==> config.mk <==
export PLATFORM = sky130hd
export DESIGN_NAME = dual_quadrature_detent_decoder_core
export DESIGN_NICKNAME = d
export VERILOG_FILES = /design/src/rtl/dqdd_pkg.sv /design/src/rtl/dqdd_knob_lane.sv /design/src/rtl/dqdd_merge.sv /design/src/rtl/dual_quadrature_detent_decoder_core.sv
export SDC_FILE = /design/constraint.sdc
export NUM_CORES = 1
export LEC_CHECK = 0
export BUFFER_PORTS_ARGS = -buffer_cell sky130_fd_sc_hd__buf_2
export CORE_AREA = 2 2 65 67
export CTS_CLUSTER_DIAMETER = 100
export DETAILED_ROUTE_END_ITERATION = 8
export DIE_AREA = 0 0 67 69
export PLACE_DENSITY = 0.85
export SYNTH_ARGS = -nofsm -noshare
export SYNTH_HDL_FRONTEND = slang
export SYNTH_SLANG_ARGS = --single-unit
==> constraint.sdc <==
create_clock -name clk_i -period 8.1 [get_ports clk_i]
set_input_delay 0.81 -clock clk_i [delete_from_list [all_inputs] [get_ports clk_i]]
set_output_delay 0.81 -clock clk_i [all_outputs]
set_load 0.02 [all_outputs]
==> src/rtl/dqdd_pkg.sv <==
// Shared types and constants of the dual quadrature detent decoder.
package dqdd_pkg;

  localparam int PinW   = 2;
  localparam int CountW = 4;
  localparam int ThrW   = 3;
  localparam int EventW = 3;
  localparam int KnobN  = 2;

  localparam logic [ThrW-1:0] DetentStepsReset = ThrW'(3);

  // Register index on the configuration port.
  localparam logic REG_DETENT_STEPS = 1'b0;

  // Pin phases of one knob, first pin in bit 0.
  localparam logic [PinW-1:0] PHASE_00     = 2'b00;
  localparam logic [PinW-1:0] PHASE_FIRST  = 2'b01;
  localparam logic [PinW-1:0] PHASE_SECOND = 2'b10;
  localparam logic [PinW-1:0] PHASE_DETENT = 2'b11;

  localparam logic signed [CountW-1:0] CountMax = CountW'(7);
  localparam logic signed [CountW-1:0] CountMin = CountW'(-8);

  // Per-knob step report.
  typedef enum logic [1:0] {
    KEV_NONE = 2'd0,
    KEV_UP   = 2'd1,
    KEV_DOWN = 2'd2
  } knob_ev_e;

  // Combined event codes on the result stream.
  localparam logic [EventW-1:0] EVT_NONE       = 3'd0;
  localparam logic [EventW-1:0] EVT_LEFT_UP    = 3'd1;
  localparam logic [EventW-1:0] EVT_LEFT_DOWN  = 3'd2;
  localparam logic [EventW-1:0] EVT_RIGHT_UP   = 3'd3;
  localparam logic [EventW-1:0] EVT_RIGHT_DOWN = 3'd4;

endpackage

==> src/rtl/dqdd_knob_lane.sv <==
// One knob lane: previous pins, saturating transition count and detent check.
module dqdd_knob_lane (
  input  logic                          clk_i,
  input  logic                          rst_ni,
  input  logic                          accept_i,
  input  logic [dqdd_pkg::PinW-1:0]     pins_i,
  input  logic [dqdd_pkg::ThrW-1:0]     detent_steps_i,
  output dqdd_pkg::knob_ev_e            event_o
);
  import dqdd_pkg::*;

  logic [PinW-1:0]          prev_q, prev_d;
  logic signed [CountW-1:0] count_q, count_d;
  logic signed [CountW-1:0] thr_pos, thr_neg;
  logic                     old_first;
  logic                     move_up;
  logic                     do_move;

  assign old_first = prev_q[0];
  assign thr_pos   = {1'b0, detent_steps_i};
  assign thr_neg   = -thr_pos;

  always_comb begin
    prev_d  = prev_q;
    count_d = count_q;
    event_o = KEV_NONE;
    do_move = 1'b0;
    move_up = 1'b0;
    if (pins_i != prev_q) begin
      prev_d = pins_i;
      case (pins_i)
        PHASE_00: begin
          do_move = 1'b1;
          move_up = old_first;
        end
        PHASE_FIRST: begin
          do_move = 1'b1;
          move_up = old_first;
        end
        PHASE_SECOND: begin
          do_move = 1'b1;
          move_up = ~old_first;
        end
        default: begin
          // Detent reached: report when the count matches the threshold.
          if (!old_first && count_q == thr_pos) begin
            event_o = KEV_UP;
          end else if (old_first && count_q == thr_neg) begin
            event_o = KEV_DOWN;
          end
          count_d = '0;
        end
      endcase
      if (do_move) begin
        if (move_up && count_q != CountMax) begin
          count_d = count_q + CountW'(1);
        end else if (!move_up && count_q != CountMin) begin
          count_d = count_q - CountW'(1);
        end
      end
    end
  end

  always_ff @(posedge clk_i or negedge rst_ni) begin
    if (!rst_ni) begin
      prev_q  <= '0;
      count_q <= '0;
    end else if (accept_i) begin
      prev_q  <= prev_d;
      count_q <= count_d;
    end
  end

endmodule

==> src/rtl/dqdd_merge.sv <==
// Merging stage: combines both lane reports, the left knob has priority.
module dqdd_merge (
  input  dqdd_pkg::knob_ev_e              left_ev_i,
  input  dqdd_pkg::knob_ev_e              right_ev_i,
  output logic [dqdd_pkg::EventW-1:0]     knob_event_o
);
  import dqdd_pkg::*;

  always_comb begin
    case (left_ev_i)
      KEV_UP:   knob_event_o = EVT_LEFT_UP;
      KEV_DOWN: knob_event_o = EVT_LEFT_DOWN;
      default: begin
        case (right_ev_i)
          KEV_UP:   knob_event_o = EVT_RIGHT_UP;
          KEV_DOWN: knob_event_o = EVT_RIGHT_DOWN;
          default:  knob_event_o = EVT_NONE;
        endcase
      end
    endcase
  end

endmodule

==> src/rtl/dual_quadrature_detent_decoder_core.sv <==
// Top level of the dual quadrature detent decoder with stream and APB ports.
//
// Channel   Direction  Payload
// s_axis    in         tdata[3:0] encoder_pins, one pin sample per item
// m_axis    out        tdata[2:0] knob_event, one result item per input item
// apb       in/out     register 0 at address 0: detent_steps[2:0]
//
// Both knob lanes update on the accepting edge, and the merged event lands
// in the output register on the same edge.
// An item is accepted whenever the output register is empty or is being
// drained, so a full item per cycle flows while the sink keeps tready high.
// Reset clears the pin history, both counts and the output valid flag, and
// sets detent_steps to 3. A stalled sink holds the result and backs up input.
module dual_quadrature_detent_decoder_core (
  input  logic        clk_i,
  input  logic        rst_ni,
  // Input stream; tdata: [3:0] encoder_pins, [7:4] zero.
  input  logic        s_axis_tvalid,
  output logic        s_axis_tready,
  input  logic [7:0]  s_axis_tdata,
  // Output stream; tdata: [2:0] knob_event, [7:3] zero.
  output logic        m_axis_tvalid,
  input  logic        m_axis_tready,
  output logic [7:0]  m_axis_tdata,
  // Configuration port.
  input  logic        psel,
  input  logic        penable,
  input  logic        pwrite,
  input  logic [2:0]  paddr,
  input  logic [31:0] pwdata,
  output logic [31:0] prdata,
  output logic        pready
);
  import dqdd_pkg::*;

  logic [ThrW-1:0]   detent_steps_q;
  logic              out_valid_q;
  logic [EventW-1:0] out_event_q;
  logic [EventW-1:0] merged_event;
  logic              in_accept;
  logic              cfg_write;
  logic              reg_sel;
  knob_ev_e          left_ev;
  knob_ev_e          right_ev;

  // The configuration register is selected by word address; an address
  // beyond the single register is ignored on writes and reads as zero.
  assign pready    = 1'b1;
  assign reg_sel   = (paddr[2] == REG_DETENT_STEPS);
  assign cfg_write = psel & penable & pwrite & pready;
  assign prdata    = reg_sel ? {{(32-ThrW){1'b0}}, detent_steps_q} : '0;

  always_ff @(posedge clk_i or negedge rst_ni) begin
    if (!rst_ni) begin
      detent_steps_q <= DetentStepsReset;
    end else if (cfg_write && reg_sel) begin
      detent_steps_q <= pwdata[ThrW-1:0];
    end
  end

  // The output register parts the two sides, so input keeps flowing while
  // a finished result is taken in the same cycle.
  assign s_axis_tready = ~out_valid_q | m_axis_tready;
  assign in_accept     = s_axis_tvalid & s_axis_tready;

  // Left knob on pins [1:0], right knob on pins [3:2]; the lanes run in
  // parallel on the same sample.
  dqdd_knob_lane u_left_lane (
    .clk_i          (clk_i),
    .rst_ni         (rst_ni),
    .accept_i       (in_accept),
    .pins_i         (s_axis_tdata[1:0]),
    .detent_steps_i (detent_steps_q),
    .event_o        (left_ev)
  );

  dqdd_knob_lane u_right_lane (
    .clk_i          (clk_i),
    .rst_ni         (rst_ni),
    .accept_i       (in_accept),
    .pins_i         (s_axis_tdata[3:2]),
    .detent_steps_i (detent_steps_q),
    .event_o        (right_ev)
  );

  dqdd_merge u_merge (
    .left_ev_i    (left_ev),
    .right_ev_i   (right_ev),
    .knob_event_o (merged_event)
  );

  always_ff @(posedge clk_i or negedge rst_ni) begin
    if (!rst_ni) begin
      out_valid_q <= 1'b0;
    end else if (in_accept) begin
      out_valid_q <= 1'b1;
    end else if (m_axis_tready) begin
      out_valid_q <= 1'b0;
    end
  end

  // Payload register needs no reset; it is only read while valid.
  always_ff @(posedge clk_i) begin
    if (in_accept) begin
      out_event_q <= merged_event;
    end
  end

  assign m_axis_tvalid = out_valid_q;
  assign m_axis_tdata  = {{(8-EventW){1'b0}}, out_event_q};

endmodule

==> metrics.txt, run 1 <==
status finished, final reports clean; global route overflow 0; first-pass GRT wire length around 6000 µm; Bufs and invs on worst path 1; First-pass DRT Iterations 4; area of the multi-input gates 1150 µm²; largest family of logic cells by synthesized area buffers and inverters; synth warn 0; Final Hold Viols 0; most frequent cells in the layout 35 x conb_1, 22 x buf_2, 15 x inv_1, 14 x dfrtp_1, 13 x xnor2_1; IO Count 93; number of flops mapped to enable cells by yosys 3; Final HPWL DP roughly 2600 µm; CTS root buffer clkbuf_8; largest net degree at the start of global routing 17; initial antenna violation count 0; Die Width roughly 67 µm; Nets 290; final routed DRC violation total 0; main area contributors after synthesis dfrtp_1 18%, buf_4 15%, xnor2_1 5.9%; Total GRT Usage 0.1568; worst setup margin slightly below 5000 ps; Setup Skew about 4.2 ps; CP cell instances inv_1 -> ha_1 -> xnor2_1 -> or4b_1 -> a2111o_1 -> ha_1 -> nand4_1 -> or4_1 -> o21ai_0; RSZ-0062 raised after global routing false; Num CTS Buffers 3; clk_lat worst skew 250 ps; Max Cap Viol 0; number of port buffers 22; Crit-path slowest cell dfstp_2; xor/xnor share of the synthesized area 0.08203; FMAX roughly 0.31 GHz; post-synthesis mux area share 0.04102; Crit path arrival time 3340 ps; max-slew violations 0; Netlist cell types 54; Compound-Gate Fraction of Synth Area 0.1855; post-synthesis sequential area ratio 0.2565; layout cells sized above 1 0.1638; critical path launch point type register; DP Worst Slack slightly below 5000 ps; Max Buffers Root-to-Sink 2; crit end category register; Synth Area in Simple Gates 0.1758; TritonCTS clock tree yes; count of hold buffers inserted by post-cts repair 0; Routed WL 3427 µm; post-DR vias/cell around 5.2; die footprint 4623 µm²; Crit path max-delay family simple AND/OR/NAND/NOR gates; setup TNS 0 ps; post_cts resized 0; Relative slew margins 0.6205; Post-synth top flop dfrtp_1; Rows 23; CP most frequent cell ha_1; Post-CTS Setup Bufs 0; final std cells w/o fill 282; final setup fails 0; post-synth top area cell dfrtp_1; via count 1473; final worst path period share 0.4003; # H-tree levels 1; die height 69 µm; vias in the first global route 1317; FILL cells approximately 390; Core Box Area 3914 µm²; worst setup path class register to register; diode count 0; post-synthesis cell count 221; post-synthesis instance area 1922 µm²; FF+latch area 493.0 µm²; Synth async-reset ratio 0.8421; DRC marker count from the first detailed-route iteration between 40 and 50; antenna viol nets, final 0; fin crit period 3242 ps; static leakage roughly 0.00084 µW; clk slew on worst S/H paths 70 ps; Layout area overhead -0.1953%; post-synth top area share 0.1823; pwr dens approximately 260 nW/µm²; gpl congestion 0.8624; adder-cell share of the synthesized area 0.04557; Worst Hold Class input pin to async pin; Critical Path Max Stage Delay 590 ps; fin util 0.4901; Synth Area per Inst between 8 and 9 µm²; wire per inst 12.15 µm; Starting Density 0.4910; commonest non-fill, non-tap cell in the layout conb_1; Yosys reg bits 19; Sink Count 19; Worst-Margin Slew 566.8 ps; Max FO, Critical Path 5; CP Data Required Time 8200 ps; Peak VDD IR 109.4 µV; placed cell count 278
[flip-flops by register name (all words and copies together) (netlist names)]
name	cells
u_left_lane.count_q	4
u_right_lane.count_q	4
detent_steps_q	3
out_event_q	3
u_left_lane.prev_q	2
u_right_lane.prev_q	2
m_axis_tvalid	1
[worst paths after layout]
check / start / to / slack (ps) / cells past startpoint
min in group clk_i: u_left_lane.prev_q[1]$_DFFE_PN0P_ / u_left_lane.prev_q[1]$_DFFE_PN0P_ / 550 / 1
hold reg to reg: u_left_lane.prev_q[1]$_DFFE_PN0P_ / u_left_lane.prev_q[1]$_DFFE_PN0P_ / 550 / 1
hold / removal: rst_ni / u_right_lane.prev_q[0]$_DFFE_PN0P_ / 470 / 1
max in group asynchronous: rst_ni / detent_steps_q[0]$_DFFE_PN1P_ / 7310 / 1
setup / recovery: detent_steps_q[0]$_DFFE_PN1P_ / out_event_q[0]$_DFFE_PP_ / 4860 / 9
setup reg to reg: detent_steps_q[0]$_DFFE_PN1P_ / out_event_q[0]$_DFFE_PP_ / 4860 / 9
[cell families after synthesis]
group	count (synthesis)
XOR/XNOR	18
multiplexers	7
buffers and inverters	63
adder cells (fa/ha/maj)	7
flip-flops	19
other	2
AND/OR/NAND/NOR	58
AO/OA/AOI/OAI	47
[per-stage QoR]
step | instance area, µm² | hold WS [ps] | total power, µW
after detailed placement | 1872 | 531.3 | 431.9
after floorplan | 2046 | 499.5 | 410.4
after global routing | 1918 | 481.7 | 548.6
final | 1918 | 469.3 | 499.9
after CTS | 1918 | 473.8 | 501.0
after global placement | 1872 | 522.9 | 420.8
[synth_stat cells, drive strengths merged, types with 3 or more instances]
| cell type | instances |
|---|---|
| a2111oi | 4 |
| a21oi | 7 |
| buf | 45 |
| clkbuf | 3 |
| dfrtp | 14 |
| edfxtp | 3 |
| ha | 7 |
| inv | 15 |
| mux2 | 7 |
| nand2 | 12 |
| nand2b | 5 |
| nand3 | 6 |
| nand3b | 4 |
| nand4 | 3 |
| nor2 | 7 |
| nor3 | 4 |
| nor3b | 3 |
| o2111ai | 3 |
| o211ai | 5 |
| o21ai | 6 |
| or3b | 3 |
| xnor2 | 13 |
| xor2 | 5 |
[layer usage]
layer	track usage	share of wire	up-vias
met4	0.04762	0.0093	0
met1	0.2207	0.47	667
met2	0.2376	0.46	66
li1	-	-	736
met5	0	0	-
met3	0.03426	0.065	4
[area by class of cell]
cell class / count / share of cell area
tap: 50 / 0.03262
timing repair buffer: 22 / 0.05740
clock inverter: 1 / 0.002609
inverter: 15 / 0.02935
clock buffer: 3 / 0.02153
sequential: 19 / 0.2570
multi-input combinational: 172 / 0.5995
[report_power, final]
group          total, µW  switching, µW  internal (µW)
combinational        251            135            117
sequential           184           59.2            125
clock               64.7           30.5           34.2
No activity file was read; power rests on OpenSTA's default activity.
==> inputs of run 2 (changes only) <==
--- a/config.mk
+++ b/config.mk
@@ -6,11 +6,11 @@
 export NUM_CORES = 1
 export LEC_CHECK = 0
 export BUFFER_PORTS_ARGS = -buffer_cell sky130_fd_sc_hd__buf_2
-export CORE_AREA = 2 2 65 67
+export CORE_AREA = 2 2 71 73
 export CTS_CLUSTER_DIAMETER = 100
 export DETAILED_ROUTE_END_ITERATION = 8
-export DIE_AREA = 0 0 67 69
-export PLACE_DENSITY = 0.85
+export DIE_AREA = 0 0 73 75
+export PLACE_DENSITY = 0.75
 export SYNTH_ARGS = -nofsm -noshare
 export SYNTH_HDL_FRONTEND = slang
 export SYNTH_SLANG_ARGS = --single-unit
==> constraint.sdc (replaced) <==
create_clock -name clk_i -period 2.78 [get_ports clk_i]
set_input_delay 0.278 -clock clk_i [delete_from_list [all_inputs] [get_ports clk_i]]
set_output_delay 0.278 -clock clk_i [all_outputs]
set_load 0.02 [all_outputs]
==> metrics.txt, run 2 (synthesis gave the netlist of run 1 again) <==
final routed DRC violation total 0; Worst Hold Class input pin to register; worst setup path class register to register; Crit-path slowest cell dfstp_2; die footprint 5475 µm²; RSZ-0062 raised after global routing true; status finished with violations; Rows 25; max-slew violations 0; CP Data Required Time 2890 ps; vias in the first global route 1427; gpl congestion ~0.9; Setup Skew 0.6887 ps; final std cells w/o fill 302; initial antenna violation count 0; Total GRT Usage 0.1412; CP cell instances inv_2 -> ha_4 -> xnor2_2 -> or4b_4 -> a2111o_1 -> ha_4 -> nand4_1 -> or4_4 -> o21ai_1; Finished Cell Area 2096 µm²; FMAX 0.3441 GHz; Regs by FF count u_left_lane.count_q: 4 flops, u_right_lane.count_q: 4 flops; wire per inst 12.37 µm; largest net degree at the start of global routing 17; static leakage 0.0009247 µW; setup TNS -235.5 ps; Routed WL 3735 µm; diode count 0; fin util 0.4497; Placement Cell Area 1979 µm²; antenna viol nets, final 0; global route overflow 0; Relative slew margins 0.5849; Max Buffers Root-to-Sink 2; layout cells sized above 1 0.2419; critical path launch point type register; Max FO, Critical Path 2; commonest non-fill, non-tap cell in the layout conb_1; Crit path arrival time 3010 ps; via count 1540; TritonCTS clock tree yes; worst setup margin -126.2 ps; placed cell count 293; Nets 306; IO Count 93; first-pass GRT wire length between 6000 and 7000 µm; CTS root buffer clkbuf_8; clk slew on worst S/H paths 70 ps; Hold Slack 253.3 ps; post-DR vias/cell 5.099; Layout area overhead 9.049%; First-pass DRT Iterations 4; number of port buffers 22; fin crit period 2906 ps; crit end category register; Core Box Area 4661 µm²; Critical Path Max Stage Delay 540 ps; Sink Count 19; most frequent cells in the layout 35 x conb_1, 22 x buf_2, 15 x buf_4, 14 x dfrtp_1, 13 x inv_1; # H-tree levels 1; Num CTS Buffers 3; DRC marker count from the first detailed-route iteration 94; Starting Density 0.4123; final worst path period share 1.045; Max Cap Viol 0; Die Width 73 µm; die height approximately 75 µm; failing checks negative setup slack; Final HPWL DP 2820 µm; Peak VDD IR 410.0 µV; final setup fails 2; Final Hold Viols 0; CP most frequent cell ha_4; pwr dens about 750 nW/µm²; clk_lat worst skew 250 ps; Worst-Margin Slew 616.9 ps
==> run 2: timing repair <==
item	in CTS	in global routing
pin swaps	0	1
endpoints found under the setup margin	3	3
setup buffers	3	1
cloned	0	0
gates resized for setup	1	4
hold endpoints to repair	14	0
hold buffers	1	0
==> run 2: critical path, delay by kind of cell (launching register included) <==
family | cells | cell delay (ps)
buffers and inverters | 1 | 50
AO/OA/AOI/OAI | 2 | 530
AND/OR/NAND/NOR | 3 | 1060
flip-flops | 1 | 540
adder cells (fa/ha/maj) | 2 | 450
XOR/XNOR | 1 | 130
==> run 2: power by group <==
part,switching [µW],leakage (µW),internal [µW],total (µW)
clock,90.5,0.0000228,102,192
combinational,465,0.000687,422,887
sequential,135,0.000215,363,498
total,690,0.000925,887,1580
==> run 2: final cells by class <==
class / count / area, µm²
inverters: 15 / 56.30
fillers: 457 / 2565
well taps: 54 / 67.56
multi-input cells: 172 / 1201
clock buffers: 4 / 45.04
repair buffers: 38 / 232.7
flip-flops and latches: 19 / 493.0
==> run 2: final timing paths <==
kind                                                   startpoint                             endpoint  slack (ps)  cells past startpoint
worst max-delay path                detent_steps_q[0]$_DFFE_PN1P_             out_event_q[1]$_DFFE_PP_        -130                      9
worst min-delay path                                    pwdata[0]        detent_steps_q[0]$_DFFE_PN1P_         250                      2
worst max register to register      detent_steps_q[0]$_DFFE_PN1P_             out_event_q[1]$_DFFE_PP_        -130                      9
worst min register to register  u_left_lane.prev_q[1]$_DFFE_PN0P_    u_left_lane.prev_q[1]$_DFFE_PN0P_         530                      1
max in group asynchronous                                  rst_ni        detent_steps_q[1]$_DFFE_PN1P_        2000                      2
min in group asynchronous                                  rst_ni  u_right_lane.count_q[0]$_DFFE_PN0P_         470                      2
==> run 2: layer usage <==
metal  GRT usage  share of wire  up-vias
met4     0.03704         0.0072        0
met2      0.2392           0.47       63
li1            -              -      763
met1      0.1860           0.46      712
met5           0              0        -
met3     0.02544          0.057        2
==> run 2: stage by stage <==
stage	worst slack, ps	power [µW]
2_1_floorplan	-47.77	1218
3_3_place_gp	-70.56	1326
3_5_place_dp	-136.8	1356
4_1_cts	-130.7	1565
5_1_grt	-198.2	1720
6_report	-126.2	1578
